### src/rtl/core/tis_pkg.sv
package tis_pkg;

	localparam int TOOL_POSITIONS = 8;

	localparam int CFG_INDEX_W = 3;
	localparam int CFG_DATA_W = 16;

	localparam logic [CFG_INDEX_W-1:0] REG_UNLOCK_SEARCH_LIMIT = 3'd0;
	localparam logic [CFG_INDEX_W-1:0] REG_OVERDRIVE_STEP_COUNT = 3'd1;
	localparam logic [CFG_INDEX_W-1:0] REG_LOCK_SETTLE_TICKS = 3'd2;
	localparam logic [CFG_INDEX_W-1:0] REG_UNLOCK_PAUSE_TICKS = 3'd3;
	localparam logic [CFG_INDEX_W-1:0] REG_INDEX_PAUSE_TICKS = 3'd4;

	localparam logic [15:0] RST_UNLOCK_SEARCH_LIMIT = 16'd1000;
	localparam logic [15:0] RST_OVERDRIVE_STEP_COUNT = 16'd3000;
	localparam logic [15:0] RST_LOCK_SETTLE_TICKS = 16'd50;
	localparam logic [15:0] RST_UNLOCK_PAUSE_TICKS = 16'd1000;
	localparam logic [15:0] RST_INDEX_PAUSE_TICKS = 16'd500;

	localparam logic [3:0] TARGET_MIN = 4'd1;
	localparam logic [3:0] TARGET_MAX = 4'd8;

	typedef enum logic [3:0] {
		PH_IDLE         = 4'd0,
		PH_SEARCH_FWD   = 4'd1,
		PH_SEARCH_BKD   = 4'd2,
		PH_UNLOCK_CONT  = 4'd3,
		PH_UNLOCK_PAUSE = 4'd4,
		PH_MOVE         = 4'd5,
		PH_LOCK_SETTLE  = 4'd6,
		PH_SEEK_INDEX   = 4'd7,
		PH_INDEX_PAUSE  = 4'd8,
		PH_REVERSE      = 4'd9,
		PH_OVERDRIVE    = 4'd10
	} phase_t;

	typedef enum logic [1:0] {
		DIR_NONE = 2'd0,
		DIR_FWD  = 2'd1,
		DIR_BKD  = 2'd2
	} unlock_dir_t;

	localparam logic [1:0] STEP_NONE = 2'd0;
	localparam logic [1:0] STEP_FWD = 2'd1;
	localparam logic [1:0] STEP_BKD = 2'd2;

	typedef struct packed {
		logic       command;
		logic [3:0] target_position;
		logic [3:0] position_code;
		logic       position_parity;
		logic       lock_switch;
		logic       index_switch;
	} tis_in_t;

	typedef struct packed {
		logic [1:0] step_pulse;
		logic       lock_coil;
		logic       busy_res;
		logic       done_res;
		logic       rejected;
		logic [3:0] decoded_position;
	} tis_out_t;

	// backward bit per {target, position}: shorter way round is backward
	function automatic logic [255:0] build_backward_table();
		logic [255:0] tbl;
		int d;
		tbl = '0;
		for (int t = 0; t < 16; t++) begin
			for (int p = 0; p < 16; p++) begin
				d = (t + 16 * TOOL_POSITIONS - p) % TOOL_POSITIONS;
				if (d == 0) begin
					d = TOOL_POSITIONS;
				end
				tbl[t * 16 + p] = (d > TOOL_POSITIONS / 2);
			end
		end
		return tbl;
	endfunction

	localparam logic [255:0] BACKWARD_TABLE = build_backward_table();

	function automatic logic [3:0] decode_position(logic [3:0] code, logic parity);
		logic [3:0] pos;
		pos = 4'd0;
		case (code) inside
			4'd1, 4'd2, 4'd4, 4'd7, 4'd8: pos = parity ? code : 4'd0;
			4'd3, 4'd5, 4'd6:             pos = parity ? 4'd0 : code;
			default:                      pos = 4'd0;
		endcase
		return pos;
	endfunction

endpackage

### src/rtl/core/turret_index_sequencer.sv
// Turret goto sequencer: one sensor tick per request, one result per request.
// The result of an accepted request is held in the output register from the next cycle.
// Throughput: one request per cycle while the output is not stalled; the sequencer state advances at each accept.
// The output register frees in the cycle it is taken, so input and output overlap.
// Reset (arst_n low): phase idle, coil off, counters clear, registers at defaults.
module turret_index_sequencer (
	input  logic                           clk,
	input  logic                           arst_n,
	input  logic                           in_valid,
	output logic                           in_stall,
	input  tis_pkg::tis_in_t               in_data,
	output logic                           out_valid,
	input  logic                           out_stall,
	output tis_pkg::tis_out_t              out_data,
	input  logic                           cfg_write_en,
	input  logic [tis_pkg::CFG_INDEX_W-1:0] cfg_index,
	input  logic [tis_pkg::CFG_DATA_W-1:0]  cfg_data
);
	import tis_pkg::*;

	logic [15:0] search_limit_q;
	logic [15:0] overdrive_count_q;
	logic [15:0] settle_ticks_q;
	logic [15:0] unlock_pause_q;
	logic [15:0] index_pause_q;

	phase_t      phase_q, phase_d;
	logic        backward_q, backward_d;
	unlock_dir_t unlock_dir_q, unlock_dir_d;
	logic [3:0]  goal_q, goal_d;
	logic [15:0] count_q, count_d;
	logic        coil_q, coil_d;

	logic        out_valid_q;
	tis_out_t    out_data_q;
	tis_out_t    result;

	logic        accept;
	logic [3:0]  pos;
	logic [1:0]  travel_step;
	logic [1:0]  counter_step;
	logic        target_ok;

	assign in_stall = out_valid_q & out_stall;
	assign accept = in_valid & ~in_stall;
	assign out_valid = out_valid_q;
	assign out_data = out_data_q;

	assign pos = decode_position(in_data.position_code, in_data.position_parity);
	assign travel_step = backward_q ? STEP_BKD : STEP_FWD;
	assign counter_step = backward_q ? STEP_FWD : STEP_BKD;
	assign target_ok = (in_data.target_position >= TARGET_MIN) &&
		(in_data.target_position <= TARGET_MAX);

	always_ff @(posedge clk or negedge arst_n) begin
		if (!arst_n) begin
			search_limit_q <= RST_UNLOCK_SEARCH_LIMIT;
			overdrive_count_q <= RST_OVERDRIVE_STEP_COUNT;
			settle_ticks_q <= RST_LOCK_SETTLE_TICKS;
			unlock_pause_q <= RST_UNLOCK_PAUSE_TICKS;
			index_pause_q <= RST_INDEX_PAUSE_TICKS;
		end else if (cfg_write_en) begin
			case (cfg_index)
				REG_UNLOCK_SEARCH_LIMIT:  search_limit_q <= cfg_data;
				REG_OVERDRIVE_STEP_COUNT: overdrive_count_q <= cfg_data;
				REG_LOCK_SETTLE_TICKS:    settle_ticks_q <= cfg_data;
				REG_UNLOCK_PAUSE_TICKS:   unlock_pause_q <= cfg_data;
				REG_INDEX_PAUSE_TICKS:    index_pause_q <= cfg_data;
				default: ;
			endcase
		end
	end

	always_comb begin
		phase_d = phase_q;
		backward_d = backward_q;
		unlock_dir_d = unlock_dir_q;
		goal_d = goal_q;
		count_d = count_q;
		coil_d = coil_q;
		result.step_pulse = STEP_NONE;
		result.done_res = 1'b0;
		result.rejected = 1'b0;
		case (phase_q)
			PH_IDLE: begin
				if (in_data.command) begin
					if (!target_ok) begin
						result.rejected = 1'b1;
					end else if (in_data.target_position == pos) begin
						result.done_res = 1'b1;
					end else begin
						backward_d = BACKWARD_TABLE[{in_data.target_position, pos}];
						goal_d = in_data.target_position;
						unlock_dir_d = DIR_NONE;
						coil_d = 1'b0;
						count_d = '0;
						phase_d = PH_SEARCH_FWD;
					end
				end
			end
			PH_SEARCH_FWD, PH_SEARCH_BKD: begin
				if (!in_data.lock_switch) begin
					unlock_dir_d = (phase_q == PH_SEARCH_FWD) ? DIR_FWD : DIR_BKD;
					count_d = '0;
					phase_d = PH_UNLOCK_PAUSE;
				end else if (count_q < search_limit_q) begin
					result.step_pulse = (phase_q == PH_SEARCH_FWD) ? STEP_FWD : STEP_BKD;
					count_d = count_q + 16'd1;
				end else begin
					count_d = '0;
					phase_d = (phase_q == PH_SEARCH_FWD) ? PH_SEARCH_BKD : PH_UNLOCK_CONT;
				end
			end
			PH_UNLOCK_CONT: begin
				if (in_data.lock_switch) begin
					result.step_pulse = (unlock_dir_q == DIR_FWD) ? STEP_FWD : STEP_BKD;
				end else begin
					count_d = '0;
					phase_d = PH_UNLOCK_PAUSE;
				end
			end
			PH_UNLOCK_PAUSE: begin
				if (count_q < unlock_pause_q) begin
					count_d = count_q + 16'd1;
				end else begin
					count_d = '0;
					phase_d = PH_MOVE;
				end
			end
			PH_MOVE: begin
				if (pos == goal_q) begin
					coil_d = 1'b1;
					count_d = '0;
					phase_d = PH_LOCK_SETTLE;
				end else begin
					result.step_pulse = travel_step;
				end
			end
			PH_LOCK_SETTLE: begin
				if (count_q < settle_ticks_q) begin
					count_d = count_q + 16'd1;
				end else begin
					count_d = '0;
					phase_d = PH_SEEK_INDEX;
				end
			end
			PH_SEEK_INDEX: begin
				if (in_data.index_switch) begin
					count_d = '0;
					phase_d = PH_INDEX_PAUSE;
				end else begin
					result.step_pulse = travel_step;
				end
			end
			PH_INDEX_PAUSE: begin
				if (count_q < index_pause_q) begin
					count_d = count_q + 16'd1;
				end else begin
					count_d = '0;
					phase_d = PH_REVERSE;
				end
			end
			PH_REVERSE: begin
				if (in_data.lock_switch) begin
					count_d = '0;
					phase_d = PH_OVERDRIVE;
				end else begin
					result.step_pulse = counter_step;
				end
			end
			PH_OVERDRIVE: begin
				if (count_q < overdrive_count_q) begin
					result.step_pulse = counter_step;
					count_d = count_q + 16'd1;
				end else begin
					coil_d = 1'b0;
					count_d = '0;
					phase_d = PH_IDLE;
					result.done_res = 1'b1;
				end
			end
			default: begin
				phase_d = PH_IDLE;
				count_d = '0;
			end
		endcase
		result.lock_coil = coil_d;
		result.busy_res = (phase_d != PH_IDLE);
		result.decoded_position = pos;
	end

	always_ff @(posedge clk or negedge arst_n) begin
		if (!arst_n) begin
			phase_q <= PH_IDLE;
			backward_q <= 1'b0;
			goal_q <= '0;
			count_q <= '0;
			coil_q <= 1'b0;
		end else if (accept) begin
			phase_q <= phase_d;
			backward_q <= backward_d;
			goal_q <= goal_d;
			count_q <= count_d;
			coil_q <= coil_d;
		end
	end

	// direction found by the search; always set before it is read
	always_ff @(posedge clk) begin
		if (accept) begin
			unlock_dir_q <= unlock_dir_d;
		end
	end

	always_ff @(posedge clk or negedge arst_n) begin
		if (!arst_n) begin
			out_valid_q <= 1'b0;
		end else if (accept) begin
			out_valid_q <= 1'b1;
		end else if (!out_stall) begin
			out_valid_q <= 1'b0;
		end
	end

	always_ff @(posedge clk) begin
		if (accept) begin
			out_data_q <= result;
		end
	end

endmodule
### config.mk
export PLATFORM = sky130hd
export DESIGN_NAME = turret_index_sequencer
export DESIGN_NICKNAME = d
export VERILOG_FILES = /design/src/rtl/core/tis_pkg.sv /design/src/rtl/core/turret_index_sequencer.sv
export SDC_FILE = /design/constraint.sdc
export NUM_CORES = 1
export LEC_CHECK = 0
export ABC_CLOCK_PERIOD_IN_PS = 5500
export BUFFER_PORTS_ARGS = -buffer_cell sky130_fd_sc_hd__buf_4
export CAP_MARGIN = 15
export CORE_AREA = 2 2 126 128
export DETAILED_ROUTE_END_ITERATION = 8
export DIE_AREA = 0 0 128 130
export PLACE_DENSITY = 0.74
export SYNTH_ARGS = -nofsm -noshare
export SYNTH_HDL_FRONTEND = slang
export SYNTH_SLANG_ARGS = --single-unit
### constraint.sdc
create_clock -name clk -period 5.5 [get_ports clk]
set_input_delay 0.55 -clock clk [delete_from_list [all_inputs] [get_ports clk]]
set_output_delay 0.55 -clock clk [all_outputs]
set_load 0.02 [all_outputs]
==> results.txt, run 1 <==
The post-synthesis instance area is 7500 um^2. Across every metal layer, demand over resource in global routing totals 23.1%. The final weighted congestion in routability-driven placement came out at approximately 0.9. Cells with a size suffix above 1 make up 18.2% of the layout.

The total of endpoints with negative setup slack in the final report is 0. The via total after detailed routing is 6039. The highest attainable clock frequency came out at 0.296 GHz. The horizontal extent of the die is 128 um.

The finished cells cover 8630 um^2. The placeable core region came out at 15400 um^2. The number of hold violations in the final report is 0. Final hold analysis gives a worst-case slack of approximately 0.087 ns. The remaining global-route overflow came out at 0. The global-route wire length before repair came out at between 20000 and 30000 um. The critical path start-end classification is reg2reg. By instance count, the cell type seen most on the critical path is a2111oi_0. The number of enable flip-flop cells after synthesis is 12. The path class of the tightest hold or removal check is in2async. The share of the yosys chip area belonging to registers is 41.0%.

The element type at the critical path end is a flip-flop. The number of diodes added for antenna fixing is 0. The placed instance area is a little over 8000 um^2.

After synthesis, the mean cell area works out to 9.35 um^2. After detailed routing, the average wire length per cell comes to 17.0 um. The count of cells resized by post-cts repair is 0. The count of distinct cell types in the synthesized netlist came out at 67. VDD sags by at most 0.000287 V. Row generation in the floorplan step produced 46 rows. In this run the clock root is driven by a clkbuf_16. The post-CTS setup buffer count came out at 0.

The setup TNS came out at 0 ns. The number of clock sinks came out at between 100 and 150. The static leakage is 3.82 nW. Port buffering added 47 buffers. The area growth from synthesis to layout is 15.1%. At the worst endpoint, the arrival time is 3.69 ns.

Entering global routing, the biggest net connects 70 pins. The net count of the mapped netlist is 914. The worst register-to-register path has a setup slack of 2.12 ns. The DRC violation total after the first TritonRoute iteration is 496. The starting density of the core came out at 48.6%.

STA classifies the critical path startpoint as a flip-flop. Dividing total power by cell area gives a power density of 488 nW/um^2. The net total in the final layout is 957.

The post-detailed-route DRC marker count came out at 0. The maximum buffer depth of the clock tree came out at 2. The TritonCTS clock tree is done.

The clock latency reported for the late side of the worst-skew pair came out at 0.43 ns. The total detailed-routing wirelength came out at 17900 um. The endpoint identified for the worst register-to-register timing path is count_q[3]$_DFFE_PN0P_. The number of warning messages in the yosys log came out at 0. The number of synthesized register bits came out at around 120. The pin slew with the least headroom to its limit came out at 1.08 ns. The delay of the slowest critical-path stage came out at 0.78 ns. The die covers 16600 um^2. The final-report max-slew violation count came out at 0.

The HPWL reported at the end of detailed placement came out at around 13000 um. The worst register-to-register path begins at count_q[1]$_DFFE_PN0P_. The deepest level of the CTS H-tree came out at 4.

Synthesis handed over a netlist of 802 instances. The clock slew at the register clock pins of the worst setup and hold paths came out at 0.05 ns. The vertical die dimension came out at 130 um. Setup repair after global routing left no endpoint under its margin. The number of global-route vias before repair came out at 5782. Of the available clock period, the critical path in the final layout requires between 60% and 70%.

The initial antenna violation count is 0. The quantity of hold-fixing buffers added after cts is 0. Leaving out fill and tap cells, the most frequent cell in the layout is nand2_1.

Headroom to the max-slew limit came out at between 20% and 30%. Using the TritonRoute via totals, the vias-per-cell ratio works out to 5.75. The number of maximum-capacitance constraint violations is 0. Counting flops with an async set or reset pin after synthesis yields a share of between 80% and 90%.

The number of top-level pins came out at 48. The slowest stage of the critical path belongs to the cell a2111oi_0. The number of filler cells placed in the layout is 1353.

Data on the critical path is required at its endpoint by between 5 and 6 ns. The total CTS buffers is 17. Measured in cells, the most critical reg-to-reg path has a length of 8. The run finished with clean final reports.

The detailed-router iteration count before antenna repair is 7. The final setup skew came out at ~0.011 ns. The highest fanout seen on the critical path is 16.

Leaving out fill and tap cells, the most frequent cells in the layout are nand2_1 (122), inv_1 (88), o21ai_0 (80), dfrtp_1 (79), ha_1 (76). Traced cell by cell, the critical path runs through ha_1, a2111oi_0, a2111oi_0, or4b_1, o221ai_1, buf_4, o21bai_4, o311ai_1. Among all flip-flop cells after synthesis, the most frequent one is dfrtp_1. The minimum clock period came out at 3.38 ns.

The detail route stage leaves a number of antenna-violating nets equal to 0. The final core utilization is a little under three fifths.
final cells by class:
cell class                 count  area [um^2]  area share (%)
clock buffer                  24          502            5.82
clock inverter                 8         70.1           0.812
inverter                      88          330            3.83
multi-input combinational    565         4010            46.4
sequential                   119         3070            35.6
tap                          192          240            2.78
timing repair buffer          54          405            4.70
critical path: cells and delay by family (launching register included):
kind | cells | cell delay [ns]
compound gates | 5 | 1.62
simple gates | 1 | 0.56
flops | 1 | 0.53
fa+ha+maj | 1 | 0.30
buf+inv | 1 | 0.25
Yosys cell counts, drive strengths merged (3+ instances only):
| master | count | area share [%] |
|---|---|---|
| ha | 76 | 13 |
| nor2b | 6 | 0.50 |
| o31ai | 4 | 0.40 |
| or3 | 3 | 0.25 |
| nor3 | 11 | 0.73 |
| nand3 | 18 | 1.2 |
| buf | 6 | 0.50 |
| o21a | 10 | 1.0 |
| clkbuf | 24 | 1.2 |
| o211ai | 25 | 2.5 |
| nand2b | 14 | 1.2 |
| and2 | 5 | 0.42 |
| xnor3 | 3 | 0.90 |
| nor4b | 3 | 0.55 |
| or2 | 5 | 0.42 |
| a211oi | 8 | 0.93 |
| nand4 | 7 | 0.58 |
| edfxtp | 12 | 4.8 |
| nor4 | 6 | 0.70 |
| a21o | 5 | 0.50 |
| mux2 | 25 | 3.8 |
| o21ai | 86 | 5.8 |
| and3 | 4 | 0.33 |
| a2111oi | 8 | 1.0 |
| inv | 88 | 4.4 |
| a21oi | 29 | 1.9 |
| dfrtp | 79 | 26 |
| o22ai | 3 | 0.25 |
| nand2 | 122 | 6.1 |
| dfstp | 28 | 9.8 |
| a211o | 3 | 0.35 |
| o311ai | 11 | 1.8 |
| nor2 | 27 | 1.4 |
| or4 | 7 | 0.70 |
per-stage QoR:
stage	cells	setup slack [ns]	total power [mW]
5_1_grt	1050	1.87	4.51
4_1_cts	1050	2.02	4.21
3_3_place_gp	1018	2.13	3.06
6_report	1050	2.12	4.21
3_5_place_dp	1018	2.08	3.11
2_1_floorplan	802	2.66	2.59
cells by family after synthesis:
| group | share of synthesized area, % |
|---|---|
| adder cells (fa/ha/maj) | 12.7 |
| XOR/XNOR | 1.57 |
| AO/OA/AOI/OAI | 18.6 |
| buffers and inverters | 6.11 |
| multiplexers | 4.02 |
| AND/OR/NAND/NOR | 16.0 |
| flip-flops | 41.0 |
sequential cells by signal, summed over array words and instances (netlist names):
name / cells
backward_q: 1
search_limit_q: 16
coil_q: 1
unlock_pause_q: 16
settle_ticks_q: 16
out_data: 10
index_pause_q: 16
unlock_dir_q: 2
count_q: 16
goal_q: 4
out_valid: 1
overdrive_count_q: 16
phase_q: 4
per-layer routing:
layer,up-vias,track usage (%),part of all wire [%]
met4,0,9.76,2.6
li1,2948,-,-
met1,2891,31.5,47
met2,152,36.2,46
met5,-,0,0
met3,48,4.43,4.5
how the worst max path moves through the flow:
stage | startpoint | endpoint | slack (ns) | cells after the start
global placement | count_q[3]$_DFFE_PN0P_ | count_q[12]$_DFFE_PN0P_ | 2.13 | 8
detailed placement | count_q[3]$_DFFE_PN0P_ | count_q[12]$_DFFE_PN0P_ | 2.08 | 8
floorplan | search_limit_q[5]$_DFFE_PN1P_ | out_data[6]$_DFFE_PP_ | 2.66 | 8
global route | count_q[1]$_DFFE_PN0P_ | count_q[3]$_DFFE_PN0P_ | 1.87 | 8
finish | count_q[1]$_DFFE_PN0P_ | count_q[3]$_DFFE_PN0P_ | 2.12 | 8
CTS | count_q[1]$_DFFE_PN0P_ | count_q[3]$_DFFE_PN0P_ | 2.02 | 8
power breakdown:
group | internal [mW] | total, mW | switching [mW]
logic | 0.732 | 1.70 | 0.967
clock network | 0.676 | 1.08 | 0.400
registers | 1.15 | 1.44 | 0.290
Power figures use the tool's default switching activity.
==> run 2, diff against run 1 <==
--- a/config.mk
+++ b/config.mk
@@ -5,13 +5,14 @@
 export SDC_FILE = /design/constraint.sdc
 export NUM_CORES = 1
 export LEC_CHECK = 0
-export ABC_CLOCK_PERIOD_IN_PS = 5500
+export ABC_AREA = 1
+export ABC_CLOCK_PERIOD_IN_PS = 3100
 export BUFFER_PORTS_ARGS = -buffer_cell sky130_fd_sc_hd__buf_4
 export CAP_MARGIN = 15
-export CORE_AREA = 2 2 126 128
+export CORE_AREA = 2 2 131 133
 export DETAILED_ROUTE_END_ITERATION = 8
-export DIE_AREA = 0 0 128 130
-export PLACE_DENSITY = 0.74
+export DIE_AREA = 0 0 133 135
+export PLACE_DENSITY = 0.77
 export SYNTH_ARGS = -nofsm -noshare
 export SYNTH_HDL_FRONTEND = slang
 export SYNTH_SLANG_ARGS = --single-unit
==> constraint.sdc (replaced) <==
create_clock -name clk -period 3.1 [get_ports clk]
set_input_delay 0.31 -clock clk [delete_from_list [all_inputs] [get_ports clk]]
set_output_delay 0.31 -clock clk [all_outputs]
set_load 0.02 [all_outputs]
==> run 2 against run 1 <==
Net effect:
- non-clock buffer count up 13
- clock power grew 83%
- sequential cell count unchanged
- worst hold slack lost 0.011 ns
- die area is 7.9% higher
- total power is 33% higher
- critical path depth is 1 higher
- critical path type unchanged
- critical endpoint is now out_data[6]$_DFFE_PP_
- largest cell class unchanged
==> results.txt, run 2 <==
The final-report max-slew violation count came out at 0. The quantity of hold-fixing buffers added after cts came out at 1. The number of filler cells placed in the layout is 1506. Gates resized during post-CTS repair numbered 0. The classification of the worst-slack hold path is in2reg. VDD sags by at most 0.000433 V. Clock-pin slew was measured on the worst setup and hold paths at 0.06 ns. After detailed routing, the average wire length per cell comes to 14.8 um. The instance count after placement with tap cells included is 1364.

The floorplan step defined a die boundary enclosing 18000 um^2. For this design the ratio of total power to cell area is 596 nW/um^2. The final weighted congestion in routability-driven placement is 0.946. The critical path data arrival time came out at 2.69 ns.

The largest net degree at the start of global routing came out at 62. The critical path is of the reg2reg type. The relative slew slack came out at between 20% and 30%.

The end of the worst register-to-register path is out_data[6]$_DFFE_PP_. The static leakage is 4.99 nW. The run finished with clean final reports.

The number of cells on the worst reg-to-reg path is 9. The worst setup path is launched from a flip-flop. The data required time of the critical path is approximately 3.3 ns. The share of the yosys chip area belonging to registers came out at 37.6%.

The tool flagged a number of max-cap violations equal to 0. The prevailing post-synth register cell is dfrtp_1. The average footprint of a synthesized cell is 7.35 um^2.

The H-tree generated during clock tree synthesis spans 4 levels. By instance count, the leading cell after synthesis is nand2_1. The cell sitting at the root of the clock tree is a clkbuf_16. The post-synthesis instance area came out at 8170 um^2. Input and output buffers added on the ports amount to 47. The per-cell via count in the routed design is 5.40.

The fraction of final layout cells with drive strength greater than 1 is 13.4%. The total of endpoints with negative setup slack in the final report is 0. The clock latency reported for the late side of the worst-skew pair came out at 0.44 ns.

The final clock period utilization by the worst path came out at 81.1%. In this run the most critical hold path is launched from in_valid. The share of the synthesized area in the top cell type came out at roughly 24%.

The worst hold path cell count came out at 3. The remaining global-route overflow came out at 0. The post-synthesis async set-or-reset flop share came out at 89.9%. The initial antenna violation count is 0.

Registers take 3070 um^2. The number of synthesized register bits is roughly 120. The number of setup buffers added after CTS is 0. For the finished layout, the period the worst path requires is 2.51 ns. Setup slack on the worst reg-to-reg path comes out at roughly 0.59 ns. The commonest cells after synthesis are nand2_1 (303), inv_1 (147), o21ai_0 (92).

The region available for standard cell placement spans 16400 um^2. The net total in the final layout came out at 1276. In this run the deepest clock path goes through 2 buffers.

The number of global-route vias before repair is slightly above 7000. The count of distinct cell types in the synthesized netlist came out at 35. The global-route wire length before repair came out at 34500 um. Between clock sinks in the finished design, the worst skew comes to 0.0235 ns.

In this run the worst path has a maximum fanout of 8. Setup repair after global routing left no endpoint under its margin. The number of enable flip-flop cells after synthesis came out at 12.

The post-detailed-route DRC marker count came out at 0. The pin slew with the least headroom to its limit came out at between 1 and 1.5 ns. The net count of the mapped netlist came out at 1223. For this run, the total global-route usage over all layers was measured as 24.1%. In this run the remaining antenna-violating nets after routing total 0. Summed over all instances, the cell type with the most area after synthesis is dfrtp_1. The number of warning messages in the yosys log is 0.

The horizontal extent of the die is approximately 130 um. In the final timing run, aggregate negative setup slack is 0 ns. The number of clock sinks came out at 119. The commonest non-fill, non-tap cell in the layout is nand2_1.

The vertical die dimension is approximately 140 um. The worst setup path is captured at a flip-flop. The initialized floorplan defines 47 standard-cell rows. The total CTS buffers is 17.

After synthesis, the cell types taking the most area are dfrtp_1 (24%), nand2_1 (14%), ha_1 (12%), dfstp_2 (9.0%), inv_1 (6.8%). The number of top-level pins is 48. TritonCTS built the clock tree. The post-synthesis to final-layout area growth is 15.2%. The critical register-to-register path startpoint is count_q[15]$_DFFE_PN0P_. The number of diodes added for antenna fixing came out at 0.

The DRC violation total after the first TritonRoute iteration is 586. The total detailed-routing wirelength came out at slightly above 20000 um. After legalization and detailed placement, the total HPWL measured 14400 um. The end of the worst hold path is out_valid$_DFFE_PN0P_. The number of hold violations in the final report came out at 0. The starting density of the core came out at 49.8%. The pre-antenna-repair detailed-routing pass consisted of 5 iterations. The via total after detailed routing came out at between 7000 and 8000. In the layout the commonest cells are nand2_1 (303), inv_1 (147), o21ai_0 (92), dfrtp_1 (79), ha_1 (76). The post-layout instance count excluding filler cells is 1397. The multi-input logic area is 4340 um^2. In the synthesized netlist, the number of instances is 1111. The highest attainable clock frequency is about 0.40 GHz.
[run 2: cell families after synthesis]
logic type / synth area share, %
AO/OA/AOI/OAI: 10.8
adder cells (fa/ha/maj): 11.6
flip-flops: 37.6
XOR/XNOR: 1.39
buffers and inverters: 9.27
AND/OR/NAND/NOR: 29.3
[run 2: cell type report]
type / instances / share of cell area, %
Timing Repair Buffer: 67 / 5.50
Clock buffer: 20 / 5.09
Tap cell: 220 / 2.93
Inverter: 164 / 6.54
Sequential cell: 119 / 32.7
Multi-Input combinational cell: 795 / 46.1
Clock inverter: 12 / 1.17
[run 2: worst max-delay path: stages (launching register included)]
cell and delay (ns):
dfrtp_1 0.47, ha_1 0.35, a21oi_1 0.17, o21ai_0 0.16, nor2_1 0.33, nand2_1 0.19, o21ai_0 0.26, nand3b_1 0.13
nor2_1 0.12, nand3_1 0.08
[run 2: per-layer routing]
layer	track usage, %	share of wire (%)	up-vias
met5	0	0	-
met4	10.2	2.8	0
met3	4.77	5.5	55
met2	39.0	46	245
met1	31.8	46	3468
li1	-	-	3777
[run 2: how the worst max path moves through the flow]
stage                                 start                             to
global placement    count_q[15]$_DFFE_PN0P_          out_data[6]$_DFFE_PP_
CTS                 count_q[15]$_DFFE_PN0P_          out_data[6]$_DFFE_PP_
floorplan             out_valid$_DFFE_PN0P_  unlock_dir_q[0]$_SDFFCE_PN0P_
finish              count_q[15]$_DFFE_PN0P_          out_data[6]$_DFFE_PP_
detailed placement               in_data[3]  unlock_dir_q[0]$_SDFFCE_PN0P_
global route         count_q[9]$_DFFE_PN0P_          out_data[6]$_DFFE_PP_
[run 2: report_power, final]
part | switching [mW] | internal [mW] | total [mW]
Sequential | 0.194 | 1.92 | 2.11
Clock | 0.774 | 1.20 | 1.98
Combinational | 1.00 | 0.523 | 1.52
Total | 1.97 | 3.64 | 5.61
[run 2: per-stage QoR]
step | hold WS, ns | setup WS [ns] | power, mW | area, um^2 | util [%]
4_1_cts | 0.0834 | 0.658 | 5.62 | 9410 | 57.4
2_1_floorplan | 0.0144 | 0.617 | 3.16 | 8170 | -
3_5_place_dp | 0.371 | 0.705 | 3.62 | 8810 | 53.7
3_3_place_gp | 0.373 | 0.754 | 3.57 | 8810 | 53.7
5_1_grt | 0.0933 | 0.412 | 5.97 | 9410 | 57.4
6_report | 0.0764 | 0.585 | 5.61 | 9410 | 57.4
==> run 3, diff against run 2 <==
==> config.mk (replaced) <==
export PLATFORM = sky130hd
export DESIGN_NAME = turret_index_sequencer
export DESIGN_NICKNAME = d
export VERILOG_FILES = /design/src/rtl/core/tis_pkg.sv /design/src/rtl/core/turret_index_sequencer.sv
export SDC_FILE = /design/constraint.sdc
export NUM_CORES = 1
export LEC_CHECK = 0
export ABC_AREA = 0
export ABC_CLOCK_PERIOD_IN_PS = 2550
export BUFFER_PORTS_ARGS = -buffer_cell sky130_fd_sc_hd__buf_4
export CAP_MARGIN = 15
export CORE_AREA = 2 2 126 128
export DETAILED_ROUTE_END_ITERATION = 8
export DIE_AREA = 0 0 128 130
export PLACE_DENSITY = 0.74
export SYNTH_ARGS = -nofsm -noshare
export SYNTH_HDL_FRONTEND = slang
export SYNTH_SLANG_ARGS = --single-unit
==> constraint.sdc (replaced) <==
create_clock -name clk -period 2.55 [get_ports clk]
set_input_delay 0.255 -clock clk [delete_from_list [all_inputs] [get_ports clk]]
set_output_delay 0.255 -clock clk [all_outputs]
set_load 0.02 [all_outputs]
==> run 3 against run 2 <==
Net effect:
- the run now ends with setup timing left
- routed wire length shrank 0.77%
- clock-buffer cell count increased by 1
- non-clock buffer count is 105 higher
- maximum frequency fell by 14%
- critical path depth did not move
- clock power grew 17%
- combinational power rose to 3.8 times the previous value
- largest cell class unchanged
- core utilization rose by 7.4 points
- total power is 96% higher
- sequential cell count is the same
==> results.txt, run 3 (synthesis gave the netlist of run 1 again) <==
The run finished, with violations left. The checks that failed: setup timing. The data required time of the critical path came out at 2.72 ns. Routed signal wires occupy layers up through met4.

The routed length per placed instance is 17.5 um. The highest fanout seen on the critical path came out at 3. The nature of the critical path startpoint is a flip-flop. The number of global-route vias before repair is roughly 6600. The deepest level of the CTS H-tree is 4. The number of maximum-capacitance constraint violations is 0. The vertical die dimension is about 130 um. The pin slew with the least headroom to its limit came out at 0.816 ns. For this configuration, the core starts out at a cell density of 48.6%. The die is 128 um wide.

The top cell types in the final layout, fill and taps aside, are buf_4 (158), nand2_1 (122), inv_1 (84), o21ai_0 (78), dfrtp_1 (69). The worst register-to-register path begins at count_q[5]$_DFFE_PN0P_. The initial antenna violation count came out at 0. The final clock period utilization by the worst path is 114%. The met2 layer wire length in the routed design is 9730 um. Compared with the post-synthesis result, the final layout area differs by 33.1%. The number of port buffers came out at 47. The highest attainable clock frequency is approximately 0.34 GHz. The final-report max-slew violation count was 0. Counting the buffers created by CTS gives 17. In this run the core area contains 46 standard-cell rows. The worst setup path is captured at a flip-flop. In this run, the number of DRC markers left after iteration 0 of detailed routing was about 480. The number of hold violations in the final report came to 0.

Entering global routing, the biggest net connects 60 pins. The static leakage is 4.44 nW. The tree is rooted in a clkbuf_16. The first global-routing pass estimated 32800 um of wire. The final setup skew is 0.0102 ns. The final weighted congestion in routability-driven placement is 0.952. The remaining global-route overflow came out at 0. The maximum buffer depth of the clock tree came out at 2.

After detailed routing, the total wire length is 20500 um. The TritonCTS clock tree is done. The clock latency reported for the late side of the worst-skew pair came out at about 0.43 ns. The delay of the slowest critical-path stage is 0.55 ns. In the final layout, the share of cells above drive strength 1 is 33.3%. The clock slew at the register clock pins of the worst setup and hold paths is 0.06 ns. For this design, the sink count on the clock tree is roughly 120. The placeable core region came out at 15400 um^2.

The overall global routing resource usage is 25.4%. The critical path data arrival time came out at 3.09 ns. The library cell contributing the largest single delay on the critical path is or4b_4.

For the finished layout, the period the worst path requires is 2.92 ns. Setup violations remaining at the end of the flow were counted as 19. The critical path start-end classification is reg2reg. The post-layout instance count excluding filler cells came out at 1168. The worst slack at placement came out at -0.418 ns.

Once routing completed, OpenROAD measured the worst setup slack at -0.368 ns. Tracing the worst setup path back leads to its startpoint at count_q[5]$_DFFE_PN0P_. The net total in the final layout came out at 1075. In the routed design, unresolved DRC markers number 0. Summed over all failing endpoints, the final setup total negative slack is -4.56 ns. The worst min-delay path startpoint is in_valid.

The number of top-level pins is 48. The detailed-route wire length on metal 1 is 8830 um. Traced cell by cell, the critical path runs through buf_12, ha_1, o211ai_1, a211oi_1, o21ai_1, o21ai_2, nor2_1, or4b_4, or4_1. The number of antenna-violating nets in the routed design came out at 0. The die footprint came out at 16600 um^2. The total power per unit cell area is 1100 nW/um^2. Setup repair after global routing could not meet its margin everywhere. The relative slew slack came out at 45.6%.

The library cell used most frequently in the layout, excluding fill and tap cells, is buf_4. After detailed routing, the number of vias per cell comes to 5.72. The HPWL reported at the end of detailed placement came out at between 10000 and 15000 um. The instance count after placement with tap cells included came out at around 1100. The met3 layer wire length in the routed design came out at 1280 um.

The tightest min-delay check is of the in2reg type. The via total after detailed routing is 6680. The detailed-router iteration count before antenna repair is 5. Across the VDD grid, the largest voltage drop is 0.000578 V.

Counting the fill cells in the layout gives 1188. The tightest hold path in the finished design has a slack of 0.0249 ns. The number of diodes added for antenna fixing is 0.
[run 3: cell types whose count changed in the layout (fill, tap and decap cells not counted), sizes merged, moves of 8 or more]
cell	delta
inv	-80
o21ai	-23
mux2	+25
xor2	-10
nand4	-68
nor2	-47
nand2	-187
o311ai	+11
o211ai	+24
a2111oi	+8
nand3	-50
nand2b	+14
a21oi	-16
buf	+105
[run 3: per-layer routing]
metal / GRT usage, % / vias to the layer above
met5: 0 / -
met4: 10.5 / 0
met3: 5.54 / 60
met2: 41.9 / 288
met1: 32.8 / 3150
li1: - / 3182
[run 3: final cells by class]
class	instances	area, um^2	share of cell area, %
Timing Repair Buffer	172	1390	13.9
Sequential cell	119	3090	30.9
Inverter	88	330	3.31
Clock buffer	21	482	4.83
Tap cell	192	240	2.41
Multi-Input combinational cell	565	4360	43.7
Clock inverter	11	96.3	0.965
[run 3: path summary, 6_finish.rpt]
path | end | slack, ns | cells past startpoint
setup / recovery | out_data[6]$_DFFE_PP_ | -0.37 | 9
hold reg to reg | search_limit_q[0]$_DFFE_PN0P_ | 0.51 | 1
min in group asynchronous | unlock_pause_q[1]$_DFFE_PN0P_ | 0.46 | 2
setup reg to reg | out_data[6]$_DFFE_PP_ | -0.37 | 9
max in group asynchronous | search_limit_q[9]$_DFFE_PN1P_ | 1.38 | 3
hold / removal | out_valid$_DFFE_PN0P_ | 0.02 | 2
[run 3: stage by stage]
stage               util, %  total power [mW]  area, um^2
floorplan                 -              5.69        7580
global placement       58.1              7.53        8970
detailed placement     58.1              7.68        8970
CTS                    63.5              10.5        9790
global route           64.7              11.8        9980
finish                 64.7              11.0        9980
[run 3: what timing repair did]
item / 4_1_cts / 5_1_grt
gates cloned: 1 / 0
hold buffers: 1 / 0
endpoints found under the hold margin: 35 / 0
resized for setup: 33 / 28
pin swaps: 19 / 19
endpoints found under the setup margin: 21 / 22
setup buffers: 5 / 5
[run 3: power by group]
part           switching (mW)  internal, mW  total, mW  leakage, nW
Clock                   0.884          1.44       2.32        0.269
Sequential              0.434          2.50       2.93         1.36
Combinational            2.94          2.82       5.76         2.81
[run 3: worst max-delay path, delay by kind of cell, from the launching register on]
family          cells  cell delay (ns)
simple gates        3             1.13
compound gates      4             0.64
flops               1             0.46
fa+ha+maj           1             0.27
buf+inv             1             0.16
